## src/hdl/ipyu_pkg.sv

```systemverilog
package ipyu_pkg;

  localparam int unsigned FRAME_LEN      = 11;
  localparam int unsigned CELL_COUNT     = FRAME_LEN - 1;
  localparam int unsigned CNT_W          = 4;
  localparam int unsigned REV_COUNT_BITS = 16;

  localparam logic [7:0]  FRAME_HEAD = 8'h55;
  localparam logic [7:0]  TYPE_ACC   = 8'h51;
  localparam logic [7:0]  TYPE_RATE  = 8'h52;
  localparam logic [7:0]  TYPE_ANGLE = 8'h53;

  localparam logic [15:0] THR_RESET  = 16'd54614;

  typedef enum logic [1:0] {
    KIND_ACC   = 2'd0,
    KIND_RATE  = 2'd1,
    KIND_ANGLE = 2'd2
  } kind_e;

  typedef struct packed {
    kind_e              kind;
    logic signed [15:0] x;
    logic signed [15:0] y;
    logic signed [15:0] z;
  } frame_t;

  typedef struct packed {
    logic valid;
    logic ready;
  } hs_t;

endpackage

```

## src/hdl/ipyu_byte_if.sv

```systemverilog
interface ipyu_byte_if;
  logic       valid;
  logic       ready;
  logic [7:0] byte_in;
  logic       buffer_end;

  modport source (output valid, byte_in, buffer_end, input ready);
  modport sink   (input valid, byte_in, buffer_end, output ready);
endinterface

```

## src/hdl/ipyu_res_if.sv

```systemverilog
interface ipyu_res_if;
  logic               valid;
  logic               ready;
  logic [1:0]         packet_kind;
  logic signed [15:0] x_value;
  logic signed [15:0] y_value;
  logic signed [15:0] z_value;
  logic signed [32:0] yaw_unwrapped;
  logic signed [32:0] yaw_from_zero;

  modport source (output valid, packet_kind, x_value, y_value, z_value, yaw_unwrapped,
                  yaw_from_zero, input ready);
  modport sink   (input valid, packet_kind, x_value, y_value, z_value, yaw_unwrapped,
                  yaw_from_zero, output ready);
endinterface

```

## src/hdl/ipyu_cfg_if.sv

```systemverilog
interface ipyu_cfg_if;
  logic        valid;
  logic        ready;
  logic [15:0] data;

  modport source (output valid, data, input ready);
  modport sink   (input valid, data, output ready);
endinterface

```

## src/hdl/ipyu_cell.sv

```systemverilog
module ipyu_cell
  import ipyu_pkg::*;
(
  input  logic       clk_i,
  input  logic       rst_ni,
  input  logic       shift_i,
  input  logic [7:0] d_i,
  output logic [7:0] q_o
);

  logic [7:0] byte_q;

  always_ff @(posedge clk_i or negedge rst_ni) begin
    if (!rst_ni) begin
      byte_q <= '0;
    end else if (shift_i) begin
      byte_q <= d_i;
    end
  end

  assign q_o = byte_q;

endmodule

```

## src/hdl/ipyu_unwrap.sv

```systemverilog
module ipyu_unwrap
  import ipyu_pkg::*;
(
  input  logic           clk_i,
  input  logic           rst_ni,
  input  logic [15:0]    thr_i,
  input  hs_t            s1_hs_i,
  input  frame_t         s1_i,
  output logic           s1_take_o,
  ipyu_res_if.source     res_o
);

  localparam int unsigned R     = REV_COUNT_BITS;
  localparam int unsigned UNW_W = (R + 17 > 34) ? R + 17 : 34;

  localparam logic signed [R-1:0]  REV_MAX = {1'b0, {(R-1){1'b1}}};
  localparam logic signed [R-1:0]  REV_MIN = {1'b1, {(R-1){1'b0}}};
  localparam logic signed [32:0]   YAW_HI  = {1'b0, {32{1'b1}}};
  localparam logic signed [32:0]   YAW_LO  = {1'b1, {32{1'b0}}};

  logic               captured_q;
  logic signed [15:0] prev_q;
  logic signed [15:0] off_q;
  logic signed [R-1:0] revs_q;
  logic signed [32:0] last_unw_q;

  logic               s2_v_q;
  frame_t             s2_q;
  logic signed [15:0] s2_off_q;

  logic               s3_v_q;
  frame_t             s3_q;
  logic signed [32:0] s3_unw_q;
  logic signed [15:0] s3_off_q;

  logic               out_v_q;

  logic out_move, s3_move, s2_move;
  logic is_angle;

  logic signed [16:0] diff;
  logic signed [16:0] thr_pos;
  logic signed [16:0] thr_neg;
  logic               wrap_dn;
  logic               wrap_up;
  logic signed [R-1:0] revs_d;
  logic signed [15:0] off_d;

  logic signed [UNW_W-1:0] unw_full;
  logic signed [32:0]      unw_sat;
  logic signed [32:0]      unw_d;
  logic signed [33:0]      fz_full;
  logic signed [32:0]      fz_sat;

  assign out_move  = s3_v_q && (!out_v_q || res_o.ready);
  assign s3_move   = s2_v_q && (!s3_v_q || out_move);
  assign s2_move   = s1_hs_i.valid && (!s2_v_q || s3_move);
  assign s1_take_o = s2_move;

  assign is_angle = (s1_i.kind == KIND_ANGLE);

  assign diff    = {s1_i.z[15], s1_i.z} - {prev_q[15], prev_q};
  assign thr_pos = $signed({1'b0, thr_i});
  assign thr_neg = -thr_pos;
  assign wrap_dn = (diff >= thr_pos);
  assign wrap_up = !wrap_dn && (diff <= thr_neg);

  always_comb begin
    revs_d = revs_q;
    off_d  = off_q;
    if (is_angle) begin
      if (!captured_q) begin
        off_d = s1_i.z;
      end else if (wrap_dn) begin
        if (revs_q > REV_MIN) revs_d = revs_q - 1'b1;
      end else if (wrap_up) begin
        if (revs_q < REV_MAX) revs_d = revs_q + 1'b1;
      end
    end
  end

  assign unw_full = $signed({{(UNW_W-R-16){revs_q[R-1]}}, revs_q, 16'h0000})
                  + $signed({{(UNW_W-16){s2_q.z[15]}}, s2_q.z});

  always_comb begin
    if (unw_full[UNW_W-1:32] == {(UNW_W-32){unw_full[32]}}) begin
      unw_sat = unw_full[32:0];
    end else if (unw_full[UNW_W-1]) begin
      unw_sat = YAW_LO;
    end else begin
      unw_sat = YAW_HI;
    end
  end

  assign unw_d = (s2_q.kind == KIND_ANGLE) ? unw_sat : last_unw_q;

  assign fz_full = {s3_unw_q[32], s3_unw_q} - {{18{s3_off_q[15]}}, s3_off_q};

  always_comb begin
    if (fz_full[33] == fz_full[32]) begin
      fz_sat = fz_full[32:0];
    end else if (fz_full[33]) begin
      fz_sat = YAW_LO;
    end else begin
      fz_sat = YAW_HI;
    end
  end

  always_ff @(posedge clk_i or negedge rst_ni) begin
    if (!rst_ni) begin
      captured_q <= 1'b0;
      prev_q     <= '0;
      off_q      <= '0;
      revs_q     <= '0;
      last_unw_q <= '0;
      s2_v_q     <= 1'b0;
      s3_v_q     <= 1'b0;
      out_v_q    <= 1'b0;
    end else begin
      if (s2_move && is_angle) begin
        captured_q <= 1'b1;
        prev_q     <= s1_i.z;
        off_q      <= off_d;
        revs_q     <= revs_d;
      end
      if (s3_move) begin
        last_unw_q <= unw_d;
      end
      if (s2_move) begin
        s2_v_q <= 1'b1;
      end else if (s3_move) begin
        s2_v_q <= 1'b0;
      end
      if (s3_move) begin
        s3_v_q <= 1'b1;
      end else if (out_move) begin
        s3_v_q <= 1'b0;
      end
      if (out_move) begin
        out_v_q <= 1'b1;
      end else if (res_o.ready) begin
        out_v_q <= 1'b0;
      end
    end
  end

  always_ff @(posedge clk_i) begin
    if (s2_move) begin
      s2_q     <= s1_i;
      s2_off_q <= off_d;
    end
    if (s3_move) begin
      s3_q     <= s2_q;
      s3_unw_q <= unw_d;
      s3_off_q <= s2_off_q;
    end
    if (out_move) begin
      res_o.packet_kind   <= s3_q.kind;
      res_o.x_value       <= s3_q.x;
      res_o.y_value       <= s3_q.y;
      res_o.z_value       <= s3_q.z;
      res_o.yaw_unwrapped <= s3_unw_q;
      res_o.yaw_from_zero <= fz_sat;
    end
  end

  assign res_o.valid = out_v_q;

endmodule

```

## src/hdl/imu_packet_parser_yaw_unwrap_unit.sv

```systemverilog
// Channel  | Dir | Payload                                         | Transaction
// in_i     | in  | byte_in[7:0], buffer_end                        | valid & ready
// res_o    | out | packet_kind, x/y/z_value, yaw_unwrapped/_from_zero | valid & ready
// cfg_i    | in  | data[15:0] = unwrap_threshold                   | valid & ready
//
// One byte per cycle while in_i.ready is high. A result passes the parse, unwrap,
// yaw and output register stages after the byte that closes its frame.
// Async active-low reset clears byte cells, counter and yaw state, presets threshold.
// in_i.ready drops only while a parsed frame waits behind a stalled result.
module imu_packet_parser_yaw_unwrap_unit
  import ipyu_pkg::*;
(
  input  logic        clk_i,
  input  logic        rst_ni,
  ipyu_byte_if.sink   in_i,
  ipyu_res_if.source  res_o,
  ipyu_cfg_if.sink    cfg_i
);

  logic [7:0]       cells [CELL_COUNT];
  logic [CNT_W-1:0] cnt_q, cnt_d;
  logic [15:0]      thr_q;
  logic             s1_v_q;
  frame_t           s1_q;
  frame_t           s1_d;
  hs_t              s1_hs;
  logic             s1_take;

  logic             in_acc;
  logic [7:0]       cksum;
  logic             frame_hit;
  logic             known;

  assign in_acc = in_i.valid && in_i.ready;

  for (genvar k = 0; k < CELL_COUNT; k++) begin : g_cell
    logic [7:0] d;
    if (k == CELL_COUNT - 1) begin : g_last
      assign d = in_i.byte_in;
    end else begin : g_mid
      assign d = cells[k+1];
    end
    ipyu_cell u_cell (
      .clk_i  (clk_i),
      .rst_ni (rst_ni),
      .shift_i(in_acc),
      .d_i    (d),
      .q_o    (cells[k])
    );
  end

  assign cksum = ((cells[0] + cells[1]) + (cells[2] + cells[3]))
               + ((cells[4] + cells[5]) + (cells[6] + cells[7]))
               + (cells[8] + cells[9]);

  assign frame_hit = (cnt_q >= CNT_W'(FRAME_LEN - 1)) && (cells[0] == FRAME_HEAD)
                  && (cksum == in_i.byte_in);

  always_comb begin
    known     = 1'b1;
    s1_d.kind = KIND_ACC;
    unique case (cells[1])
      TYPE_ACC:   s1_d.kind = KIND_ACC;
      TYPE_RATE:  s1_d.kind = KIND_RATE;
      TYPE_ANGLE: s1_d.kind = KIND_ANGLE;
      default:    known = 1'b0;
    endcase
    s1_d.x = {cells[3], cells[2]};
    s1_d.y = {cells[5], cells[4]};
    s1_d.z = {cells[7], cells[6]};
  end

  always_comb begin
    if (frame_hit || in_i.buffer_end) begin
      cnt_d = '0;
    end else if (cnt_q >= CNT_W'(FRAME_LEN)) begin
      cnt_d = CNT_W'(FRAME_LEN);
    end else begin
      cnt_d = cnt_q + 1'b1;
    end
  end

  always_ff @(posedge clk_i or negedge rst_ni) begin
    if (!rst_ni) begin
      cnt_q  <= '0;
      thr_q  <= THR_RESET;
      s1_v_q <= 1'b0;
    end else begin
      if (in_acc) begin
        cnt_q <= cnt_d;
      end
      if (cfg_i.valid) begin
        thr_q <= cfg_i.data;
      end
      if (in_acc && frame_hit && known) begin
        s1_v_q <= 1'b1;
      end else if (s1_take) begin
        s1_v_q <= 1'b0;
      end
    end
  end

  always_ff @(posedge clk_i) begin
    if (in_acc && frame_hit && known) begin
      s1_q <= s1_d;
    end
  end

  assign s1_hs.valid = s1_v_q;
  assign s1_hs.ready = s1_take;
  assign in_i.ready  = !s1_v_q || s1_take;
  assign cfg_i.ready = 1'b1;

  ipyu_unwrap u_unwrap (
    .clk_i    (clk_i),
    .rst_ni   (rst_ni),
    .thr_i    (thr_q),
    .s1_hs_i  (s1_hs),
    .s1_i     (s1_q),
    .s1_take_o(s1_take),
    .res_o    (res_o)
  );

  a_cnt_range: assert property (@(posedge clk_i) disable iff (!rst_ni)
    cnt_q <= CNT_W'(FRAME_LEN))
    else $error("byte counter beyond frame length");

  a_cnt_clear: assert property (@(posedge clk_i) disable iff (!rst_ni)
    (in_acc && frame_hit) |=> (cnt_q == '0))
    else $error("counter not cleared after frame");

  a_stall_cause: assert property (@(posedge clk_i) disable iff (!rst_ni)
    !in_i.ready |-> (s1_v_q && !s1_take))
    else $error("input stalled with empty parse stage");

  a_frame_gap: assert property (@(posedge clk_i) disable iff (!rst_ni)
    (in_acc && frame_hit) |-> (cnt_q >= CNT_W'(FRAME_LEN - 1)))
    else $error("frame accepted too early");

endmodule
```

## src/flat_wrapper.sv

```systemverilog
// flat-port wrapper written by rule: the top's interface ports become plain ports
module imu_packet_parser_yaw_unwrap_unit_flat import ipyu_pkg::*;
  (clk_i, rst_ni, in_i_valid, in_i_byte_in, in_i_buffer_end, in_i_ready, res_o_valid, res_o_packet_kind, res_o_x_value, res_o_y_value, res_o_z_value, res_o_yaw_unwrapped, res_o_yaw_from_zero, res_o_ready, cfg_i_valid, cfg_i_data, cfg_i_ready);
  ipyu_byte_if in_i_i ();
  ipyu_res_if res_o_i ();
  ipyu_cfg_if cfg_i_i ();
  input  logic clk_i;
  input  logic rst_ni;
  input wire logic [$bits(in_i_i.valid)-1:0] in_i_valid;
  input wire logic [$bits(in_i_i.byte_in)-1:0] in_i_byte_in;
  input wire logic [$bits(in_i_i.buffer_end)-1:0] in_i_buffer_end;
  output wire logic [$bits(in_i_i.ready)-1:0] in_i_ready;
  output wire logic [$bits(res_o_i.valid)-1:0] res_o_valid;
  output wire logic [$bits(res_o_i.packet_kind)-1:0] res_o_packet_kind;
  output wire logic [$bits(res_o_i.x_value)-1:0] res_o_x_value;
  output wire logic [$bits(res_o_i.y_value)-1:0] res_o_y_value;
  output wire logic [$bits(res_o_i.z_value)-1:0] res_o_z_value;
  output wire logic [$bits(res_o_i.yaw_unwrapped)-1:0] res_o_yaw_unwrapped;
  output wire logic [$bits(res_o_i.yaw_from_zero)-1:0] res_o_yaw_from_zero;
  input wire logic [$bits(res_o_i.ready)-1:0] res_o_ready;
  input wire logic [$bits(cfg_i_i.valid)-1:0] cfg_i_valid;
  input wire logic [$bits(cfg_i_i.data)-1:0] cfg_i_data;
  output wire logic [$bits(cfg_i_i.ready)-1:0] cfg_i_ready;
  assign in_i_i.valid = in_i_valid;
  assign in_i_i.byte_in = in_i_byte_in;
  assign in_i_i.buffer_end = in_i_buffer_end;
  assign in_i_ready = in_i_i.ready;
  assign res_o_valid = res_o_i.valid;
  assign res_o_packet_kind = res_o_i.packet_kind;
  assign res_o_x_value = res_o_i.x_value;
  assign res_o_y_value = res_o_i.y_value;
  assign res_o_z_value = res_o_i.z_value;
  assign res_o_yaw_unwrapped = res_o_i.yaw_unwrapped;
  assign res_o_yaw_from_zero = res_o_i.yaw_from_zero;
  assign res_o_i.ready = res_o_ready;
  assign cfg_i_i.valid = cfg_i_valid;
  assign cfg_i_i.data = cfg_i_data;
  assign cfg_i_ready = cfg_i_i.ready;
  imu_packet_parser_yaw_unwrap_unit u_core (.clk_i(clk_i), .rst_ni(rst_ni), .in_i(in_i_i), .res_o(res_o_i), .cfg_i(cfg_i_i));
endmodule
```

## config.mk

```make
export PLATFORM = sky130hd
export DESIGN_NAME = imu_packet_parser_yaw_unwrap_unit_flat
export DESIGN_NICKNAME = d
export VERILOG_FILES = /design/src/hdl/ipyu_pkg.sv /design/src/hdl/ipyu_byte_if.sv /design/src/hdl/ipyu_res_if.sv /design/src/hdl/ipyu_cfg_if.sv /design/src/hdl/ipyu_cell.sv /design/src/hdl/ipyu_unwrap.sv /design/src/hdl/imu_packet_parser_yaw_unwrap_unit.sv /design/src/flat_wrapper.sv
export SDC_FILE = /design/constraint.sdc
export NUM_CORES = 1
export LEC_CHECK = 0
export ABC_AREA = 1
export CAP_MARGIN = 20
export CORE_ASPECT_RATIO = 0.7
export CORE_MARGIN = 4
export CORE_UTILIZATION = 60
export CTS_BUF_LIST = sky130_fd_sc_hd__clkbuf_16
export CTS_CLUSTER_DIAMETER = 200
export CTS_CLUSTER_SIZE = 12
export DETAILED_ROUTE_END_ITERATION = 10
export DONT_BUFFER_PORTS = 1
export PLACE_DENSITY = 0.76
export SYNTH_ARGS = -nofsm -noshare
export SYNTH_HDL_FRONTEND = slang
export SYNTH_SLANG_ARGS = --single-unit
```

## constraint.sdc

```tcl
create_clock -name clk_i -period 11 [get_ports clk_i]
set_input_delay 1.1 -clock clk_i [delete_from_list [all_inputs] [get_ports clk_i]]
set_output_delay 1.1 -clock clk_i [all_outputs]
set_load 0.02 [all_outputs]
```

==> out/results.txt <==
diode count -> 0
initial antenna violation count -> 0
cts hold-fix bufs -> 0
DP HPWL -> 38,310 um
syn nets -> 2,529
I/O Pins -> 149
Skew-Pair Late Insertion Delay -> 590 ps
FF-to-FF Start -> u_core.g_cell[9].u_cell.q_o[2]
post-synthesis compound-gate area fraction -> 8.765%
CTS max path bufs -> 3
CP Launch Type -> register
EDFF count, synth -> 331
CTS tree -> done
CP max-delay cell -> fa_1
Non-Filler Instances -> 2,913
mux share of post-synthesis cell area -> 0.1346%
CP delay by family, top -> adder cells
Die Y-Extent -> 179.1 um
Simple-Gate Fraction of Synth Area -> 12.98%
GPL Wtd Cong -> 0.9266
Initial Util -> 60.92%
Syn. warnings -> 0
total global routing overflow -> 0
Routed WL -> 52,640 um
maximum number of pins on one net before global-route repair -> 187
CTS clk-pin slew, worst paths -> 60 ps
min cycle time layout -> 6131 ps
crit-path cells -> fa_1 -> inv_1 -> fa_1 -> fa_1 -> fa_1 -> inv_1 -> fa_1 -> inv_1 -> fa_1 -> o21ai_0 -> nor4_1 -> nand3_1 -> nor2_1 -> nand4_1 -> nor2_1 -> nand3_2 -> nor2_4 -> buf_4
most frequent cell after synthesis -> nand2_1
status -> complete, no violations
vias in the first global route -> 15,470
crit path max fanout -> 35
Post-synth ARST share -> 35.98%
crit path from -> u_core.g_cell[9].u_cell.q_o[2]
# placed instances -> 2,820
Residual DRC -> 0
critical path data arrival time -> 6340 ps
Post-CTS Setup Repair Bufs -> 0
GR Util All Layers -> 23.17%
Lkg Pwr -> 11.94 nW
max incr delay on CP -> 550 ps
antenna violation net count after detailed routing -> 0
Setup CP Type -> reg2reg
Clock Root Buffer -> clkbuf_16
PD cells -> 201.0 mW/mm2
Post-Synthesis Cell Area -> 0.02509 mm2
RSZ-0062 raised after global routing -> false
CTS Sinks -> 517
period utilisation layout -> 55.74%
Fin Setup TNS -> 0 ps
initial drt markers -> 1,420
P&R area growth vs syn -> 7.783%
Layout Skew -> 35.49 ps
Peak VDD IR -> 0.3867 mV
leading area contributor after synthesis -> edfxtp_1
Final Max Slew Viols -> 0
Worst-Margin Slew -> 951.4 ps
endpoint type of the worst setup path -> register
FF+latch count, synth -> 517
final setup violation count -> 0
layout cells sized above 1 -> 7.049%
post-synthesis area per instance -> 10.82 um2
Synth Area in Adders -> 10.54%
Max-Cap Viols -> 0
Hold Fails Final Rpt -> 0
Core Region -> 0.04119 mm2
TritonCTS buffer count -> 49
number of iterations in the first detailed-routing pass -> 6
Seq/Total Area, Yosys -> 58.20%
ranking of synthesized cells by area -> edfxtp_1, dfrtp_1, nand2_1
Main synth FF type -> edfxtp_1
first-pass GRT wire length -> 82,800 um
die width -> 252.4 um
Routed WL per cell -> 18.07 um
Via density -> 5.556
CTS HTree Levels -> 2
Yosys top cell area share -> 39.61%
fmax -> 0.1631 GHz
largest family of logic cells by synthesized area -> simple AND/OR/NAND/NOR gates
most frequent CP cell -> fa_1
I/O Buffers -> 0
FP Rows -> 62
Fill cells -> 3,003
DIE AREA -> 0.04521 mm2
Post-Synthesis Cells -> 2,320
Synth top cells by count -> nand2_1, edfxtp_1, inv_1
Worst Path Buf+Inv -> 4
Hold/Removal Path Class -> in2async
max_slew headroom -> 35.99%
nets@finish -> 2,537
Crit path required time -> 11,210 ps
xor and xnor fraction of the mapped netlist area -> 3.490%
Synth cell types -> 58
# resized after CTS -> 0
hold_ws -> 222.8 ps
vias -> 16,180
worst paths after layout:
| check | slack (ps) | cells after the start | endpoint |
|---|---|---|---|
| worst max-delay path | 4870 | 18 | u_core.s1_q[47] |
| worst min-delay path | 220 | 0 | u_core.g_cell[2].u_cell.q_o[7] |
| worst max register to register | 4870 | 18 | u_core.s1_q[47] |
| worst min register to register | 410 | 0 | u_core.u_unwrap.res_o.x_value[4] |
| max in group asynchronous | 10470 | 0 | u_core.cnt_q[1] |
| min in group clk_i | 410 | 0 | u_core.u_unwrap.res_o.x_value[4] |
cell type report:
cell class                 instances  area [um2]  share of cell area [%]
tap                              544       680.7                   2.517
clock inverter                    43       220.2                  0.8142
multi-input combinational       1434        9042                   33.43
sequential                       517       14610                   54.00
timing repair buffer               9       80.08                  0.2961
clock buffer                      49        1226                   4.533
inverter                         317        1192                   4.409
registers in the layout (all words and copies together) (netlist names), 2 cells and up:
signal and cells:
u_core.g_cell.u_cell.q_o 80, u_core.s1_q 50, u_core.u_unwrap.s2_q 50, u_core.u_unwrap.s3_q 50, u_core.u_unwrap.last_unw_q 33, u_core.u_unwrap.res_o.yaw_from_zero 33
u_core.u_unwrap.res_o.yaw_unwrapped 33, u_core.u_unwrap.s3_unw_q 33, u_core.thr_q 16, u_core.u_unwrap.off_q 16, u_core.u_unwrap.prev_q 16, u_core.u_unwrap.res_o.x_value 16
u_core.u_unwrap.res_o.y_value 16, u_core.u_unwrap.res_o.z_value 16, u_core.u_unwrap.revs_q 16, u_core.u_unwrap.s2_off_q 16, u_core.u_unwrap.s3_off_q 16, u_core.cnt_q 4
u_core.u_unwrap.res_o.packet_kind 2
kinds of logic (layout without fill, tap and decap cells):
kind of cell | count (synthesis) | count (layout)
buffers and inverters | 369 | 418
AOI/OAI and AO/OA | 402 | 402
adders and majority gates | 179 | 179
other | 1 | 1
muxes | 3 | 3
xor gates and xnor gates | 100 | 100
DFF | 517 | 517
and+or+nand+nor | 749 | 749
metal layers:
metal  vias to the layer above  wire length, um  GRT usage [%]  share of wire (%)
met4                         0              737          4.688                1.4
met2                       546            22740          33.83                 43
li1                       7764                -              -                  -
met5                         -                0              0                  0
met3                        60             3623          3.930                6.9
met1                      7814            25540          36.98                 49
layout by cell type, fill, tap and decap left out, types with 30 or more instances in the layout:
cell type / synthesis / routed
nand2_1: 447 / 445
xnor2_1: 30 / 30
edfxtp_1: 331 / 331
nand3_1: 58 / 58
o21ai_0: 179 / 179
a21oi_1: 147 / 147
ha_1: 125 / 125
inv_1: 311 / 349
clkbuf_16: 0 / 49
fa_1: 54 / 54
dfrtp_1: 177 / 177
xor2_1: 70 / 70
nand2_2: 47 / 48
nor2_1: 132 / 129
power breakdown:
part	internal (mW)	total, mW	switching, mW	leakage, nW
registers	2.12	2.18	0.0562	5.12
clock network	0.811	1.52	0.709	0.843
logic	0.734	1.74	1.01	5.98
metrics by stage:
step	util [%]	area [um2]	total power, mW	setup slack, ps
after CTS	65.61	27030	5.457	4850
after detailed placement	62.10	25580	3.924	4891
after global placement	62.10	25580	3.833	4964
after floorplan	-	25090	3.574	3994
final	65.66	27050	5.435	4869
after global routing	65.66	27050	5.810	4565
worst reg2reg max path, stage by stage, from the launching register on:
cell and delay (ps):
dfrtp_1 400, fa_1 550, inv_1 60, fa_1 500, fa_1 520, fa_1 550, inv_1 60, fa_1 550
inv_1 80, fa_1 550, o21ai_0 100, nor4_1 270, nand3_1 120, nor2_1 100, nand4_1 80, nor2_1 120
nand3_2 170, nor2_4 440, buf_4 530
No activity file was read; power rests on OpenSTA's default activity.
